==> config.mk <==
export PLATFORM = sky130hd
export DESIGN_NAME = ttsp_eval
export DESIGN_NICKNAME = d
export VERILOG_FILES = /design/src/ttsp_pkg.sv /design/src/ttsp_eval.sv
export SDC_FILE = /design/constraint.sdc
export NUM_CORES = 1
export LEC_CHECK = 0
export BUFFER_PORTS_ARGS = -buffer_cell sky130_fd_sc_hd__buf_2
export CORE_AREA = 5 5 191 193
export DETAILED_ROUTE_END_ITERATION = 8
export DIE_AREA = 0 0 196 198
export PLACE_DENSITY_LB_ADDON = 0.15
export SYNTH_ARGS = -nofsm -noshare
export SYNTH_HDL_FRONTEND = slang
export SYNTH_SLANG_ARGS = --single-unit
==> constraint.sdc <==
create_clock -name i_clk -period 6.45 [get_ports i_clk]
set_clock_uncertainty 0.1 [all_clocks]
set_input_delay 0.3225 -clock i_clk [delete_from_list [all_inputs] [get_ports i_clk]]
set_output_delay 0.3225 -clock i_clk [all_outputs]
set_load 0.05 [all_outputs]
==> src/ttsp_pkg.sv <==
// Shared types and constants for the transposition table store/probe block.
// Used by the lookup/decision stage and by the top level. No dependencies.
package ttsp_pkg;

    localparam int INDEX_BITS = 16;
    localparam int MOVE_BITS  = 16;
    localparam int TABLE_DEPTH = 1 << INDEX_BITS;

    localparam int KEY_W   = 64;
    localparam int DEPTH_W = 7;
    localparam int FMOVE_W = 16;
    localparam int SCORE_W = 32;
    localparam int TICK_W  = 32;
    localparam int KIND_W  = 2;
    localparam int REQ_W   = 3;
    // stored depth minus a signed tick difference
    localparam int REL_W   = 34;
    localparam int MOVE_EXT = (MOVE_BITS > FMOVE_W) ? MOVE_BITS : FMOVE_W;

    typedef enum logic [REQ_W-1:0] {
        REQ_STORE     = 3'd0,
        REQ_FORCE     = 3'd1,
        REQ_PROBE     = 3'd2,
        REQ_TICK_FWD  = 3'd3,
        REQ_TICK_BACK = 3'd4
    } t_req_code;

    // stored bound kinds
    localparam logic [KIND_W-1:0] KIND_EMPTY = 2'd0;
    localparam logic [KIND_W-1:0] KIND_EXACT = 2'd1;
    localparam logic [KIND_W-1:0] KIND_LOWER = 2'd2;
    localparam logic [KIND_W-1:0] KIND_UPPER = 2'd3;
    // requested kind code that a plain store rejects
    localparam logic [KIND_W-1:0] IN_KIND_BAD = 2'd3;

    typedef enum logic [1:0] {
        S_CLEAR,
        S_IDLE,
        S_LOOK,
        S_DECIDE
    } t_state;

    typedef struct packed {
        logic [KIND_W-1:0]    kind;
        logic [KEY_W-1:0]     key;
        logic [DEPTH_W-1:0]   depth;
        logic [MOVE_BITS-1:0] move;
        logic [SCORE_W-1:0]   score;
        logic [TICK_W-1:0]    tick;
    } t_entry;

    localparam int ENTRY_W = $bits(t_entry);

    typedef struct packed {
        logic [REQ_W-1:0]   req_type;
        logic [KEY_W-1:0]   hash_key;
        logic [DEPTH_W-1:0] depth;
        logic [FMOVE_W-1:0] move;
        logic [SCORE_W-1:0] score;
        logic [KIND_W-1:0]  kind;
        logic [SCORE_W-1:0] alpha;
        logic [SCORE_W-1:0] beta;
    } t_req;

    typedef struct packed {
        logic               hit;
        logic               deep_enough;
        logic               verdict;
        logic [SCORE_W-1:0] result_score;
        logic [SCORE_W-1:0] new_alpha;
        logic [SCORE_W-1:0] new_beta;
        logic [FMOVE_W-1:0] found_move;
        logic [KIND_W-1:0]  found_kind;
        logic               written;
    } t_result;

endpackage

==> src/ttsp_eval.sv <==
// Lookup stage registers and replace/probe decision for one table entry.
// Depends on ttsp_pkg.
module ttsp_eval import ttsp_pkg::*; (
    input  logic              i_clk,
    input  logic              i_look,
    input  t_req              i_req,
    input  t_entry            i_entry,
    input  logic [TICK_W-1:0] i_tick,
    output t_result           o_res
);

    logic [TICK_W-1:0]       diff;
    logic signed [REL_W-1:0] n_rel;
    logic signed [REL_W-1:0] r_rel;
    logic                    r_valid;
    logic                    r_key_eq;
    logic                    r_s_ge_b;
    logic                    r_s_gt_a;
    logic                    r_s_le_a;
    logic                    r_s_lt_b;
    logic [SCORE_W-1:0]      r_s_m1;
    logic [SCORE_W-1:0]      r_s_p1;
    logic [KIND_W-1:0]       r_kind;
    logic [SCORE_W-1:0]      r_score;
    logic [MOVE_BITS-1:0]    r_move;
    logic signed [REL_W-1:0] req_depth;
    logic                    rel_ge;
    logic                    rel_le;
    logic [MOVE_EXT-1:0]     move_ext;

    assign diff  = i_tick - i_entry.tick;
    assign n_rel = $signed({{(REL_W-DEPTH_W){1'b0}}, i_entry.depth})
                 - $signed({{(REL_W-TICK_W){diff[TICK_W-1]}}, diff});

    // capture the entry, its relative depth and the score comparisons while look is high
    always_ff @(posedge i_clk) begin
        if (i_look) begin
            r_rel    <= n_rel;
            r_valid  <= (i_entry.kind != KIND_EMPTY);
            r_key_eq <= (i_entry.key == i_req.hash_key);
            r_s_ge_b <= ($signed(i_entry.score) >= $signed(i_req.beta));
            r_s_gt_a <= ($signed(i_entry.score) >  $signed(i_req.alpha));
            r_s_le_a <= ($signed(i_entry.score) <= $signed(i_req.alpha));
            r_s_lt_b <= ($signed(i_entry.score) <  $signed(i_req.beta));
            r_s_m1   <= i_entry.score - SCORE_W'(1);
            r_s_p1   <= i_entry.score + SCORE_W'(1);
            r_kind   <= i_entry.kind;
            r_score  <= i_entry.score;
            r_move   <= i_entry.move;
        end
    end

    assign req_depth = $signed({{(REL_W-DEPTH_W){1'b0}}, i_req.depth});
    assign rel_ge    = (r_rel >= req_depth);
    assign rel_le    = (r_rel <= req_depth);
    assign move_ext  = MOVE_EXT'(r_move);

    always_comb begin
        o_res = '0;
        case (i_req.req_type)
            REQ_STORE: begin
                o_res.written = (i_req.kind != IN_KIND_BAD) && (!r_valid || rel_le);
            end
            REQ_FORCE: begin
                o_res.written = 1'b1;
            end
            REQ_PROBE: begin
                o_res.new_alpha = i_req.alpha;
                o_res.new_beta  = i_req.beta;
                if (r_valid && r_key_eq) begin
                    o_res.hit          = 1'b1;
                    o_res.result_score = r_score;
                    o_res.found_move   = move_ext[FMOVE_W-1:0];
                    o_res.found_kind   = r_kind;
                    if (rel_ge) begin
                        o_res.deep_enough = 1'b1;
                        case (r_kind)
                            KIND_EXACT: begin
                                o_res.verdict = 1'b1;
                            end
                            KIND_LOWER: begin
                                if (r_s_ge_b) begin
                                    o_res.verdict = 1'b1;
                                end else if (r_s_gt_a) begin
                                    o_res.new_alpha = r_s_m1;
                                end
                            end
                            KIND_UPPER: begin
                                if (r_s_le_a) begin
                                    o_res.verdict = 1'b1;
                                end else if (r_s_lt_b) begin
                                    o_res.new_beta = r_s_p1;
                                end
                            end
                            default: begin
                            end
                        endcase
                    end
                end
            end
            default: begin
            end
        endcase
    end

endmodule
==> impl_results.md <==
* Vias at 11.57k
* Critical Path AT at 3640 ps
* H-tree Lvls at 4
* Post-detail-place hpwl at ~33000 microns
* CTS tree: yes
* Final Hold Viols at 0
* Non-Filler Instances at roughly 2.3k
* Clock sinks at roughly 150
* DP Cell Count at ~2.3k
* YS warnings at 0
* CP Cell Sequence: ha_1 -> nor2b_1 -> o21a_1 -> o21a_1 -> o21a_1 -> o21a_1 -> o21ai_0 -> a31o_2 -> a2111oi_2 -> buf_4 -> mux2i_1 -> buf_2
* Cell area power density at roughly 190 mW/mm^2
* Vias/cell at roughly 5
* #FFs+latches synth at between 150 and 200
* Crit start category: register
* Largest cells by area after synthesis: edfxtp_1 (35%), ha_1 (11%), xor2_1 (7.3%)
* DR WL/cell at ~17 microns
* EDFF count, synth at approximately 150
* Full die area at around 0.039 sq mm
* Remaining antenna violation count after routing at 0
* Relative slew slack at a little under two fifths
* Setup_tns at 0 ps
* # setup viols final at 0
* Post-Synthesis Cell Area at between 0.01 and 0.015 sq mm
* Crit. End Element: output port
* Hold Startpoint: i_entry[32]
* Grt ovf at 0
* Multi-input logic area at a little under 0.008 sq mm
* Area Growth Syn to Fin at 26.86%
* Register area share after synthesis at 35.44%
* Number of max-cap violations at 0
* Worst endpoint required time at about 6000 ps
* Initial drt markers at between 400 and 500
* Global Route Usage Sum at approximately a fifth
* I/O Buffers at around 440
* Slew @ Worst Pin at around 940 ps
* Final GP Congestion at 0.9361
* Total CTS buffers at 17
* First-pass GRT wire length at 61090 microns
* Async SR Flop Fraction at 0%
* Top-area cell type share of the netlist area at 35.44%
* Initial Util at between 30% and 40%
* Worst min-delay path category: in2reg
* Die height at between 150 and 200 microns
* Cell taking the most area after synthesis: edfxtp_1
* Largest net degree at the start of global routing at 81
* DIE WIDTH at 196 microns
* Core Area at 0.03437 sq mm
* Mapped Cells at ~1.4k
* DRC at 0
* Storage cell area at 0.004564 sq mm
* CP most frequent cell: o21a_1
* Worst vdd ir at between 0.1 and 0.15 mV
* Min Tclk post-route at slightly above 4000 ps
* Max stage delay cell, worst path: buf_4
* Nets at 2323
* Number of antenna violations at the first check in global routing at 4
* Row Count at between 60 and 70
* Io pins at just under 500
* Status: completed
* Fillers at 3401
* Final period utilization at 63.04%
* Syn nets at 1881
* CP startpoint: r_rel[1]
* Fin. max-slew vios at 0
* Max clock buf depth at 2
* Clk pin slew, worst setup/hold paths at ~60 ps
* Vias in the first global route at approximately 12k
* Clock root cell: clkbuf_16
* # resized after CTS at 0
* Max Freq at approximately 250 MHz
* Layout cells sized above 1 at between 20 and 30%
* Slowest Stage Delay on Critical Path at between 500 and 600 ps
* Synth Flop Type: edfxtp_1
* Setup CP Type: reg2out
* Syn avg cell area at between 9 and 10 sq um
* Max Fanout on Critical Path at 32
* Total wire length at about 40000 microns
* Netlist cell types at 82
* Hold_ws at between 50 and 60 ps
* RSZ-0062 raised after global routing: false
* Static leakage at between 7 and 8 nW
* 1st-pass router iterations at 5
## state kept, by name, indices dropped and copies added, names as in the netlist
signal    cells
r_score      32
r_valid       1
r_rel        33
move_ext     16
r_s_ge_b      1
r_s_gt_a      1
r_s_le_a      1
r_key_eq      1
r_s_m1       32
r_s_p1       31
r_kind        2
r_s_lt_b      1
## critical path: cells and delay by family (launching register included)
| family | cells | cell delay [ps] |
|---|---|---|
| AOI/OAI and AO/OA | 7 | 1090 |
| adders and majority gates | 1 | 310 |
| buffers and inverters | 2 | 880 |
| DFF | 1 | 360 |
| muxes | 1 | 410 |
| and+or+nand+nor | 1 | 130 |
## layer usage
layer  vias up  global-route usage [%]  routed length [microns]
met4         0                   6.853                     1077
li1       5824                       -                        -
met5         -                       0                        0
met2       359                   36.79                    20640
met3        45                   3.539                     2225
met1      5342                   22.93                    15870
## synthesized netlist by cell type (4+ instances only)
master    number
nor2_1        53
a21oi_1       54
nand3b_1       5
nor4_1        33
buf_2          5
ha_1         111
and2_1        60
nor3_1        24
mux2i_1       64
a21o_1        32
nand2_1      196
nand3_1       24
o21a_1        22
xnor2_1       58
a211oi_1       9
xor2_1       107
o31ai_1        7
or4_1          4
nand4_1       30
o211ai_1       7
inv_1        125
nor3b_1        8
a31oi_1        6
nor2b_1       13
edfxtp_1     152
o21ai_0       30
clkbuf_1      38
nand2b_1      12
or2_2          5
o21ai_1        5
and3_1        10
or3_1         14
## timing repair
action,4_1_cts,5_1_grt
endpoints found under the setup margin,0,0
hold buffers,18,0
setup buffers,0,0
hold endpoints to repair,18,0
## cells by family (layout without fill, tap and decap cells)
logic type / after synthesis / after routing / synth area share (%)
multiplexers: 64 / 64 / 4.974
flip-flops: 152 / 152 / 35.44
AND/OR/NAND/NOR: 512 / 512 / 20.48
AO/OA/AOI/OAI: 216 / 216 / 11.63
XOR/XNOR: 166 / 166 / 11.35
other: 0 / 3 / 0
buffers and inverters: 170 / 625 / 5.033
adder cells (fa/ha/maj): 113 / 113 / 11.09
## cell type report
type                       count  share of cell area, %
multi-input combinational   1071                  47.06
sequential                   152                  27.94
clock inverter                14                 0.9573
inverter                     125                  2.872
tap                          455                  3.484
timing repair buffer         468                  15.02
antenna                        3                0.04595
clock buffer                  18                  2.627
## stage by stage
stage               setup slack [ps]  util (%)  instance area [sq um]  total power [mW]
finish                          2384     47.53                  16340             3.121
global route                    2131     47.53                  16340             3.308
CTS                             2346     47.51                  16330             3.158
detailed placement              2201     45.28                  15560             2.129
global placement                2242     45.28                  15560             2.117
floorplan                       2605         -                  12880             1.817
## final timing paths
kind,to,depth (start not counted)
max,o_res[48],12
min,r_score[0],1
## power breakdown
group | total, mW | switching (mW) | internal [mW]
Sequential | 1.25 | 0.0296 | 1.22
Clock | 1.01 | 0.403 | 0.603
Combinational | 0.865 | 0.507 | 0.357
## placed cells by master (no fill, tap or decap), drive strengths merged, types with 6 or more instances in the layout
master,synthesis,final
buf,7,450
nand2,196,196
edfxtp,152,152
inv,125,126
ha,111,111
xor2,108,108
mux2i,64,64
and2,60,60
xnor2,58,58
a21oi,57,57
nor2,53,53
o21ai,36,36
nor4,34,34
a21o,33,33
nand4,30,30
nor3,27,27
nand3,25,25
o21a,22,22
dlygate4sd3,0,18
clkbuf,38,18
or3,14,14
nor2b,13,13
nand2b,12,12
a211oi,11,11
and3,10,10
nor3b,8,8
o31ai,7,7
o211ai,7,7
or2,7,7
clkinv,0,7
a31oi,6,6
Power figures use the tool's default switching activity.
