<file path="config.mk">
export PLATFORM = sky130hd
export DESIGN_NAME = ttsp_ram
export DESIGN_NICKNAME = d
export VERILOG_FILES = /design/src/ttsp_ram.sv
export SDC_FILE = /design/constraint.sdc
export NUM_CORES = 1
export LEC_CHECK = 0
export BUFFER_PORTS_ARGS = -buffer_cell sky130_fd_sc_hd__buf_4
export CORE_UTILIZATION = 60
export CTS_CLUSTER_SIZE = 12
export DETAILED_ROUTE_END_ITERATION = 12
export PLACE_DENSITY = 0.76
export RECOVER_POWER = 100
export SLEW_MARGIN = 10
export SYNTH_ARGS = -nofsm -noshare
export SYNTH_HDL_FRONTEND = slang
export SYNTH_SLANG_ARGS = --single-unit
</file>
<file path="constraint.sdc">
create_clock -name i_clk -period 2.3 [get_ports i_clk]
set_input_delay 0.23 -clock i_clk [delete_from_list [all_inputs] [get_ports i_clk]]
set_output_delay 0.23 -clock i_clk [all_outputs]
set_load 0.05 [all_outputs]
</file>
<file path="src/ttsp_ram.sv">
// Generic single-port synchronous RAM with registered read.
// No dependencies.
module ttsp_ram #(
    parameter int WIDTH = 8,
    parameter int DEPTH = 16
) (
    input  logic                     i_clk,
    input  logic                     i_en,
    input  logic                     i_we,
    input  logic [$clog2(DEPTH)-1:0] i_addr,
    input  logic [WIDTH-1:0]         i_wdata,
    output logic [WIDTH-1:0]         o_rdata
);

    logic [WIDTH-1:0] r_mem [DEPTH];
    logic [WIDTH-1:0] r_rdata;

    always_ff @(posedge i_clk) begin
        if (i_en) begin
            if (i_we) begin
                r_mem[i_addr] <= i_wdata;
            end else begin
                r_rdata <= r_mem[i_addr];
            end
        end
    end

    assign o_rdata = r_rdata;

endmodule

</file>
==> results.yml, run 1 <==
grt:
  track_usage: 0.257
  grt-ovfl-total: 0
  grt_max_degree: 37
  grt_pass1_vias: 2520
  grt_pass1_wl_um: 15200
  antenna_found_initial: 0
setup_path:
  crit_arrival_ps: 1970
  crit_chain: "clkbuf_2 > nand4b_1 > nor3_1 > clkbuf_1"
  startpoint_type: "primary input"
  cp_max_fo: 36
  path_delay_family: "buffers and inverters"
  critPathLaunch: "i_addr[1]"
  endpoint_kind: "register"
  r2r_start: "r_mem[9][3]$_DFFE_PP_"
  cp_num_buf_inv: 2
  worstPathRequired_ps: 2440
  critPathMaxStageDelay_ps: 500
  cp_slowest_cell: "clkbuf_2"
  worst-setup-path-type: "primary input to register"
clock_tree:
  htreeDepth: 4
  clkLatencyLatePin_ps: 510
  clock_path_buffers: 2
  cts_sinks: 136
  cts-resized-gates: 0
  clk_pin_slew_worst_paths_ps: 60
  cts_tree: "done"
  cts-buffers-inserted: 17
  clockRootBuffer: "clkbuf_8"
  hold_buffers: 0
  cts_setup_buffers: 0
logic_synthesis:
  synth_warnings: 0
  ys_ff_latch: 136
  ys_types: 18
  syn_area_mm2: 0.00524
  synth_top_area_cell: "edfxtp_1"
  synth_top_area_frac: 0.780
  synth_nets: 249
  yosysSeqAreaShare: 0.780
  synth.avg_cell_area_um2: 22.4
  netlist_instances: 234
  synth_top_cells_by_area: "edfxtp_1, mux4_1, mux4_2, a22oi_1, nor2_1"
detailed_routing:
  drt_iter0_markers: 190
  drtPass1Iterations: 5
  drt-wirelength-per-cell_um: 25.9
  viasPerCell: 6.48
  num_vias: 2574
  ant_nets: 0
  drcViolationCount: 0
  routed_wirelength_um: 10300
power:
  switchingPower_uw: 1180
  p_seq_frac: 0.498
  intPower_uw: 4400
  p_clk_frac: 0.459
  power_leakage_uw: 0.00195
  power_per_cell_area_mw_per_mm2: 926
  total_power_uw: 5570
  irDropWorstVdd_v: 0.000859
  p_sw_frac: 0.211
  combPwrFrac: 0.044
die:
  die_area_mm2: 0.00911
  chipHeight_um: 95.4
  core_mm2: 0.00834
  die-width_um: 95.4
  start_util: 0.628
  rows: 33
  io_pins: 23
sta:
  setup_viol: 0
  max_freq_mhz: 546
  rsz0062_at_grt: "false"
  period_needed_ps: 1830
  fin_skew_ps: 11.5
  fin_crit_sh: 0.797
  setup_tns_ps: 0
  slew_headroom: 0.390
  worst_pin_slew_ps: 916
  final_max_slew_viol_count: 0
  hold_viol: 0
finish:
  syn_to_final_growth_pct: 15.0
  final_common_cell: "edfxtp_1"
  diodes: 0
  finalNetCount: 295
  layout-drive-gt1-share: 0.175
  fillers: 512
  mostFrequentLayoutCells: "edfxtp_1, clkbuf_1"
min_path:
  hp-start: "i_we"
  hold_path_class: "primary input to register"
run_status:
  status: "finished clean"
placement:
  place_congestion: 0.734
  portBuffers: 22
  hpwl_um: 5970
flow_run:
  maxCapViolations: 0
==> logic make-up after synthesis <==
group           count (synthesis)  share of synthesized area
mux                            32                      0.149
compound gates                 16                     0.0229
flops                         136                      0.780
simple gates                   37                     0.0332
buf+inv                        13                     0.0150
==> flip-flops by register name (all words and copies together), names as in the netlist <==
signal   count
o_rdata      8
r_mem      128
==> layer usage <==
metal  track usage  up-vias  wire length, um
met1         0.348     1350             4270
met2         0.395      122             5200
met3        0.0941       12              673
met4        0.0796        0              140
met5             0        -                0
li1              -     1090                -
==> power by group through the flow <==
stage	sequential [uW]	clock (uW)	combinational, uW
2_1_floorplan	2840	0	133
5_1_grt	2780	2680	259
3_5_place_dp	2830	0	256
3_3_place_gp	2820	0	251
4_1_cts	2770	2590	259
6_report	2780	2560	243
==> path summary, 6_finish.rpt <==
kind	to	slack, ps	depth (start not counted)
setup / recovery	r_mem[1][0]$_DFFE_PP_	470	4
hold / removal	o_rdata[5]$_DFFE_PP_	250	2
setup reg to reg	o_rdata[3]$_DFFE_PP_	700	3
hold reg to reg	o_rdata[4]$_DFFE_PP_	750	3
==> layout make-up <==
| class | instances | area [um^2] | area share |
|---|---|---|---|
| Multi-Input combinational cell | 85 | 1070 | 0.178 |
| Clock buffer | 18 | 418 | 0.0694 |
| Clock inverter | 13 | 148 | 0.0245 |
| Timing Repair Buffer | 40 | 166 | 0.0276 |
| Sequential cell | 136 | 4080 | 0.678 |
| Tap cell | 105 | 131 | 0.0218 |
==> Yosys cell counts <==
cell        n
nor3_1      4
nor2b_1     3
buf_2       3
and2_1      1
nand4b_1    2
nor2_1     13
clkbuf_1    5
edfxtp_1  136
buf_1       2
nand4_1     1
buf_8       1
nand2b_1    2
a22oi_1    16
or3_1       1
nand2_1    10
mux4_1     16
buf_6       2
mux4_2     16
==> stage by stage <==
| stage | setup WS, ps | hold slack (ps) | std cells | utilization | area, um^2 |
|---|---|---|---|---|---|
| 2_1_floorplan | 348 | 329 | 234 | - | 5240 |
| 4_1_cts | 666 | 24.4 | 397 | 0.738 | 6160 |
| 3_3_place_gp | 214 | 565 | 366 | 0.670 | 5590 |
| 6_report | 468 | 245 | 397 | 0.722 | 6020 |
| 5_1_grt | 385 | 248 | 397 | 0.722 | 6020 |
| 3_5_place_dp | 208 | 572 | 366 | 0.670 | 5590 |
No activity file was read; power rests on OpenSTA's default activity.
==> inputs of run 2 (changes only) <==
--- a/config.mk
+++ b/config.mk
@@ -6,10 +6,10 @@
 export NUM_CORES = 1
 export LEC_CHECK = 0
 export BUFFER_PORTS_ARGS = -buffer_cell sky130_fd_sc_hd__buf_4
-export CORE_UTILIZATION = 60
+export CORE_UTILIZATION = 54
 export CTS_CLUSTER_SIZE = 12
 export DETAILED_ROUTE_END_ITERATION = 12
-export PLACE_DENSITY = 0.76
+export PLACE_DENSITY = 0.72
 export RECOVER_POWER = 100
 export SLEW_MARGIN = 10
 export SYNTH_ARGS = -nofsm -noshare
==> constraint.sdc (replaced) <==
create_clock -name i_clk -period 1.5 [get_ports i_clk]
set_input_delay 0.15 -clock i_clk [delete_from_list [all_inputs] [get_ports i_clk]]
set_output_delay 0.15 -clock i_clk [all_outputs]
set_load 0.05 [all_outputs]
==> run 2 against run 1 <==
Effect of this change:
- the flow now finishes with violations (negative setup slack)
- clock power increased by 55%
- sequential share of layout area is 4.0 points lower
- sequential power increased by 53%
- clock-buffer cell count fell by 1
- routed wire length is 0.53% higher
- utilization is 3.6 points lower
- via count up 2.7%
- die area increased by 11%
- combinational power is 81% higher
- critical endpoint is now o_rdata[7]$_DFFE_PP_
==> results.yml, run 2 (synthesis results as in run 1) <==
run_status:
  status: "complete, but fails checks"
  violations: "negative setup slack"
detailed_routing:
  viasPerCell: 5.81
  routed_wirelength_um: 10300
  drcViolationCount: 0
  drt-wirelength-per-cell_um: 22.7
  drt_iter0_markers: 203
  ant_nets: 0
  drtPass1Iterations: 4
  num_vias: 2643
setup_path:
  critPathMaxStageDelay_ps: 560
  rrSetupSlack_ps: -3
  cp_max_fo: 1
  r2r_start: "r_mem[0][7]$_DFFE_PP_"
  r2r_cells: 3
  cp_slowest_cell: "mux4_1"
  crit_arrival_ps: 1760
  endpoint_kind: "register"
  startpoint_type: "register"
  worst-setup-path-type: "register to register"
  worstPathRequired_ps: 1760
  crit_chain: "mux4_1 > a22oi_2 > nand2_1"
  cp_num_buf_inv: 0
  r2r_end: "o_rdata[7]$_DFFE_PP_"
  path_delay_family: "multiplexers"
finish:
  finalNetCount: 329
  largest_reg_flops: 128
  layout-drive-gt1-share: 0.291
  mostFrequentLayoutCells: "edfxtp_1, clkbuf_1, mux4_2"
  diodes: 0
  multi_input_area_mm2: 0.00112
  final_common_cell: "edfxtp_1"
  fillers: 613
  register_area_mm2: 0.00408
  fin_cells: 455
  largest-register: "r_mem"
  syn_to_final_growth_pct: 22.1
  fin_area_mm2: 0.00640
die:
  start_util: 0.562
  chipHeight_um: 100
  core_mm2: 0.00933
  die_area_mm2: 0.0101
  die-width_um: 100
  io_pins: 23
  rows: 35
clock_tree:
  cts_sinks: 136
  cts_tree: "done"
  clkLatencyLatePin_ps: 510
  clockRootBuffer: "clkbuf_8"
  clock_path_buffers: 2
  htreeDepth: 4
  clk_pin_slew_worst_paths_ps: 60
  cts-buffers-inserted: 17
  cts_setup_buffers: 0
sta:
  worst_pin_slew_ps: 901
  fin_crit_sh: 1.00
  rsz0062_at_grt: "true"
  period_needed_ps: 1500
  hold_ws_ps: 250
  final_max_slew_viol_count: 0
  hold_viol: 0
  max_freq_mhz: 665
  fin_ws_ps: -3.22
  fin_skew_ps: 10.0
  setup_viol: 1
  slew_headroom: 0.398
  setup_tns_ps: -3.22
power:
  total_power_uw: 8650
  switchingPower_uw: 1730
  power_per_cell_area_mw_per_mm2: 1350
  p_clk_frac: 0.457
  combPwrFrac: 0.051
  intPower_uw: 6920
  power_leakage_uw: 0.00212
  p_sw_frac: 0.200
  p_seq_frac: 0.492
  irDropWorstVdd_v: 0.000862
flow_run:
  maxCapViolations: 0
grt:
  grt-ovfl-total: 0
  grt_max_degree: 26
  grt_pass1_vias: 2713
  track_usage: 0.230
  grt_pass1_wl_um: 15800
  antenna_found_initial: 0
min_path:
  whs_path_depth: 3
  hp-start: "i_addr[3]"
  hold_path_class: "primary input to register"
  hold_end: "r_mem[0][5]$_DFFE_PP_"
placement:
  hpwl_um: 6490
  place_congestion: 0.748
  placed_cells: 416
  portBuffers: 22
  placed_cell_area_mm2: 0.00593
run 2: cell count changes in the layout (fill, tap and decap cells not counted), moves of 6 or more:
cell and delta:
a22oi_2 +6, a22oi_1 -6, dlygate4sd3_1 +8, buf_4 +11, clkbuf_2 +15
run 2: stage by stage:
step | worst slack [ps] | util
floorplan | -60.9 | -
global placement | -304 | 0.636
detailed placement | -354 | 0.636
CTS | 18.5 | 0.707
global route | -55.1 | 0.686
finish | -3.22 | 0.686
run 2: per-layer routing:
metal,part of all wire,up-vias,track usage
met4,0.018,0,0.0981
li1,-,1159,-
met5,0,-,0
met2,0.49,111,0.354
met1,0.43,1361,0.316
met3,0.062,12,0.0603
run 2: worst reg2reg max path: stages (launching register included):
cell,delay [ps]
edfxtp_1,370
mux4_1,560
a22oi_2,250
nand2_1,80
run 2: cell type report:
type | count | area share
Sequential cell | 136 | 0.638
Clock buffer | 17 | 0.0647
Clock inverter | 14 | 0.0248
Multi-Input combinational cell | 85 | 0.176
Tap cell | 129 | 0.0252
Timing Repair Buffer | 74 | 0.0708
run 2: worst max-delay path by stage:
stage,startpoint,endpoint,slack [ps],cells past startpoint
finish,r_mem[0][7]$_DFFE_PP_,o_rdata[7]$_DFFE_PP_,-3,3
global route,r_mem[0][7]$_DFFE_PP_,o_rdata[7]$_DFFE_PP_,-60,3
CTS,r_mem[9][4]$_DFFE_PP_,o_rdata[4]$_DFFE_PP_,20,3
detailed placement,i_addr[0],o_rdata[1]$_DFFE_PP_,-350,5
global placement,i_addr[0],o_rdata[4]$_DFFE_PP_,-300,5
floorplan,i_addr[0],r_mem[0][0]$_DFFE_PP_,-60,4
run 2: power groups by stage:
stage | clock, uW | combinational [uW] | sequential, uW
2_1_floorplan | 0 | 213 | 4360
3_3_place_gp | 0 | 429 | 4330
3_5_place_dp | 0 | 438 | 4330
4_1_cts | 4020 | 465 | 4260
5_1_grt | 4180 | 472 | 4260
6_report | 3960 | 440 | 4260
run 2: repair_timing:
action	in CTS	in global routing
resized for setup	4	6
pin swaps	1	1
hold buffers	8	0
endpoints found under the setup margin	3	5
hold endpoints to repair	128	0
==> inputs of run 3 (changes only) <==
--- a/config.mk
+++ b/config.mk
@@ -6,10 +6,10 @@
 export NUM_CORES = 1
 export LEC_CHECK = 0
 export BUFFER_PORTS_ARGS = -buffer_cell sky130_fd_sc_hd__buf_4
-export CORE_UTILIZATION = 54
+export CORE_UTILIZATION = 60
 export CTS_CLUSTER_SIZE = 12
 export DETAILED_ROUTE_END_ITERATION = 12
-export PLACE_DENSITY = 0.72
+export PLACE_DENSITY = 0.76
 export RECOVER_POWER = 100
 export SLEW_MARGIN = 10
 export SYNTH_ARGS = -nofsm -noshare
==> constraint.sdc (replaced) <==
create_clock -name i_clk -period 1.49 [get_ports i_clk]
set_input_delay 0.149 -clock i_clk [delete_from_list [all_inputs] [get_ports i_clk]]
set_output_delay 0.149 -clock i_clk [all_outputs]
set_load 0.05 [all_outputs]
==> run 3 against run 2 <==
Effect of this change:
- the flow still finishes with violations (negative setup slack)
- largest power group is now the clock network
- hold slack lost 41 ps
- critical path depth did not move
- highest routed layer unchanged
- critical endpoint is now o_rdata[2]$_DFFE_PP_
- maximum frequency increased by 0.79%
- utilization rose by 8.1 points
- sequential cell count unchanged
- critical path type unchanged
==> results.yml, run 3 (synthesis results as in run 1) <==
run_status:
  status: "complete, but fails checks"
  violations: "negative setup slack"
grt:
  antenna_found_initial: 0
  grt_max_degree: 22
  grt_pass1_wl_um: 17200
  track_usage: 0.286
  grt_pass1_vias: 2857
  grt-ovfl-total: 0
clock_tree:
  cts-buffers-inserted: 17
  cts_tree: "done"
  cts_sinks: 136
  cts_setup_buffers: 0
  clk_pin_slew_worst_paths_ps: 60
  clockRootBuffer: "clkbuf_8"
  htreeDepth: 4
  clock_path_buffers: 2
  clkLatencyLatePin_ps: 510
setup_path:
  cp_max_fo: 1
  r2r_start: "r_mem[2][2]$_DFFE_PP_"
  startpoint_type: "register"
  endpoint_kind: "register"
  r2r_cells: 3
  worstPathRequired_ps: 1740
  crit_arrival_ps: 1740
  rrSetupSlack_ps: -1
  worst-setup-path-type: "register to register"
  r2r_end: "o_rdata[2]$_DFFE_PP_"
detailed_routing:
  ant_nets: 0
  drtPass1Iterations: 4
  viasPerCell: 6.46
  routed_wirelength_um: 11500
  drt_iter0_markers: 278
  drt-wirelength-per-cell_um: 26.8
  drcViolationCount: 0
  num_vias: 2771
sta:
  max_freq_mhz: 670
  rsz0062_at_grt: "true"
  fin_ws_ps: -1.43
  slew_headroom: 0.374
  final_max_slew_viol_count: 0
  setup_tns_ps: -1.43
  fin_crit_sh: 1.00
  worst_pin_slew_ps: 938
  fin_skew_ps: 3.86
  hold_viol: 0
  period_needed_ps: 1490
  setup_viol: 1
finish:
  utilization: 0.767
  fillers: 493
  fin_area_mm2: 0.00640
  syn_to_final_growth_pct: 22.2
  largest-register: "r_mem"
  diodes: 0
  mostFrequentLayoutCells: "edfxtp_1, mux4_2, clkbuf_1"
  layout-drive-gt1-share: 0.315
  final_common_cell: "edfxtp_1"
  finalNetCount: 326
  largest_reg_flops: 128
min_path:
  hp-start: "i_addr[3]"
  hold_path_class: "primary input to register"
  hold_end: "r_mem[3][2]$_DFFE_PP_"
  whs_path_depth: 3
power:
  p_seq_frac: 0.456
  p_clk_frac: 0.495
  total_power_uw: 9400
  power_per_cell_area_mw_per_mm2: 1470
  combPwrFrac: 0.049
  switchingPower_uw: 1880
  irDropWorstVdd_v: 0.000773
  intPower_uw: 7520
  p_sw_frac: 0.200
  power_leakage_uw: 0.00214
placement:
  placed_cell_area_mm2: 0.00590
  hpwl_um: 6720
  place_congestion: 0.770
  place_ws_ps: -391
  portBuffers: 22
die:
  chipHeight_um: 95.4
  io_pins: 23
  start_util: 0.628
  die_area_mm2: 0.00911
  rows: 33
  die-width_um: 95.4
  core_mm2: 0.00834
flow_run:
  maxCapViolations: 0
[run 3: changes by cell type in the layout (fill, tap and decap cells not counted), moves of 3 or more]
cell / delta
mux4_2: +9
inv_6: +4
buf_4: +5
clkbuf_2: -5
clkinv_2: -4
bufinv_16: +3
mux4_1: -9
clkbuf_1: -3
[run 3: critical path, cell delays in order (launching register included)]
cell	delay, ps
edfxtp_1	390
mux4_2	490
a22oi_2	250
nand2_1	110
[run 3: stage by stage]
stage	hold WS (ps)	instances
after floorplan	248	234
after global placement	465	389
after detailed placement	473	389
after CTS	124	429
after global routing	205	429
final	209	429
[run 3: how the worst max path moves through the flow]
stage / to / cells past startpoint / startpoint / slack (ps)
finish: o_rdata[2]$_DFFE_PP_ / 3 / r_mem[2][2]$_DFFE_PP_ / -1
CTS: o_rdata[0]$_DFFE_PP_ / 3 / r_mem[10][0]$_DFFE_PP_ / 1
global placement: o_rdata[1]$_DFFE_PP_ / 6 / i_addr[0] / -370
floorplan: r_mem[0][0]$_DFFE_PP_ / 4 / i_addr[0] / -40
global route: o_rdata[6]$_DFFE_PP_ / 3 / r_mem[0][6]$_DFFE_PP_ / -30
detailed placement: o_rdata[4]$_DFFE_PP_ / 5 / i_addr[0] / -390
[run 3: power by group through the flow]
stage | Combinational [uW] | Clock [uW] | Sequential (uW)
final | 465 | 4650 | 4290
after global placement | 443 | 0 | 4360
after floorplan | 216 | 0 | 4390
after CTS | 495 | 4690 | 4280
after global routing | 494 | 4850 | 4290
after detailed placement | 454 | 0 | 4360
[run 3: layout make-up]
class                           count  area [um^2]  area share
Clock inverter                     15          246      0.0385
Multi-Input combinational cell     85         1080       0.169
Sequential cell                   136         4080       0.638
Timing Repair Buffer               71          439      0.0686
Clock buffer                       17          414      0.0647
Tap cell                          105          131      0.0205
[run 3: metal layers]
layer,GRT usage,share of wire
met1,0.398,0.41
met2,0.436,0.49
met3,0.0789,0.084
met4,0.116,0.022
met5,0,0
[run 3: repair_timing]
action / CTS / global route
resized for setup: 14 / 5
hold buffers: 8 / 0
endpoints found under the hold margin: 128 / 0
setup endpoints to repair: 6 / 7
pin swaps: 1 / 0
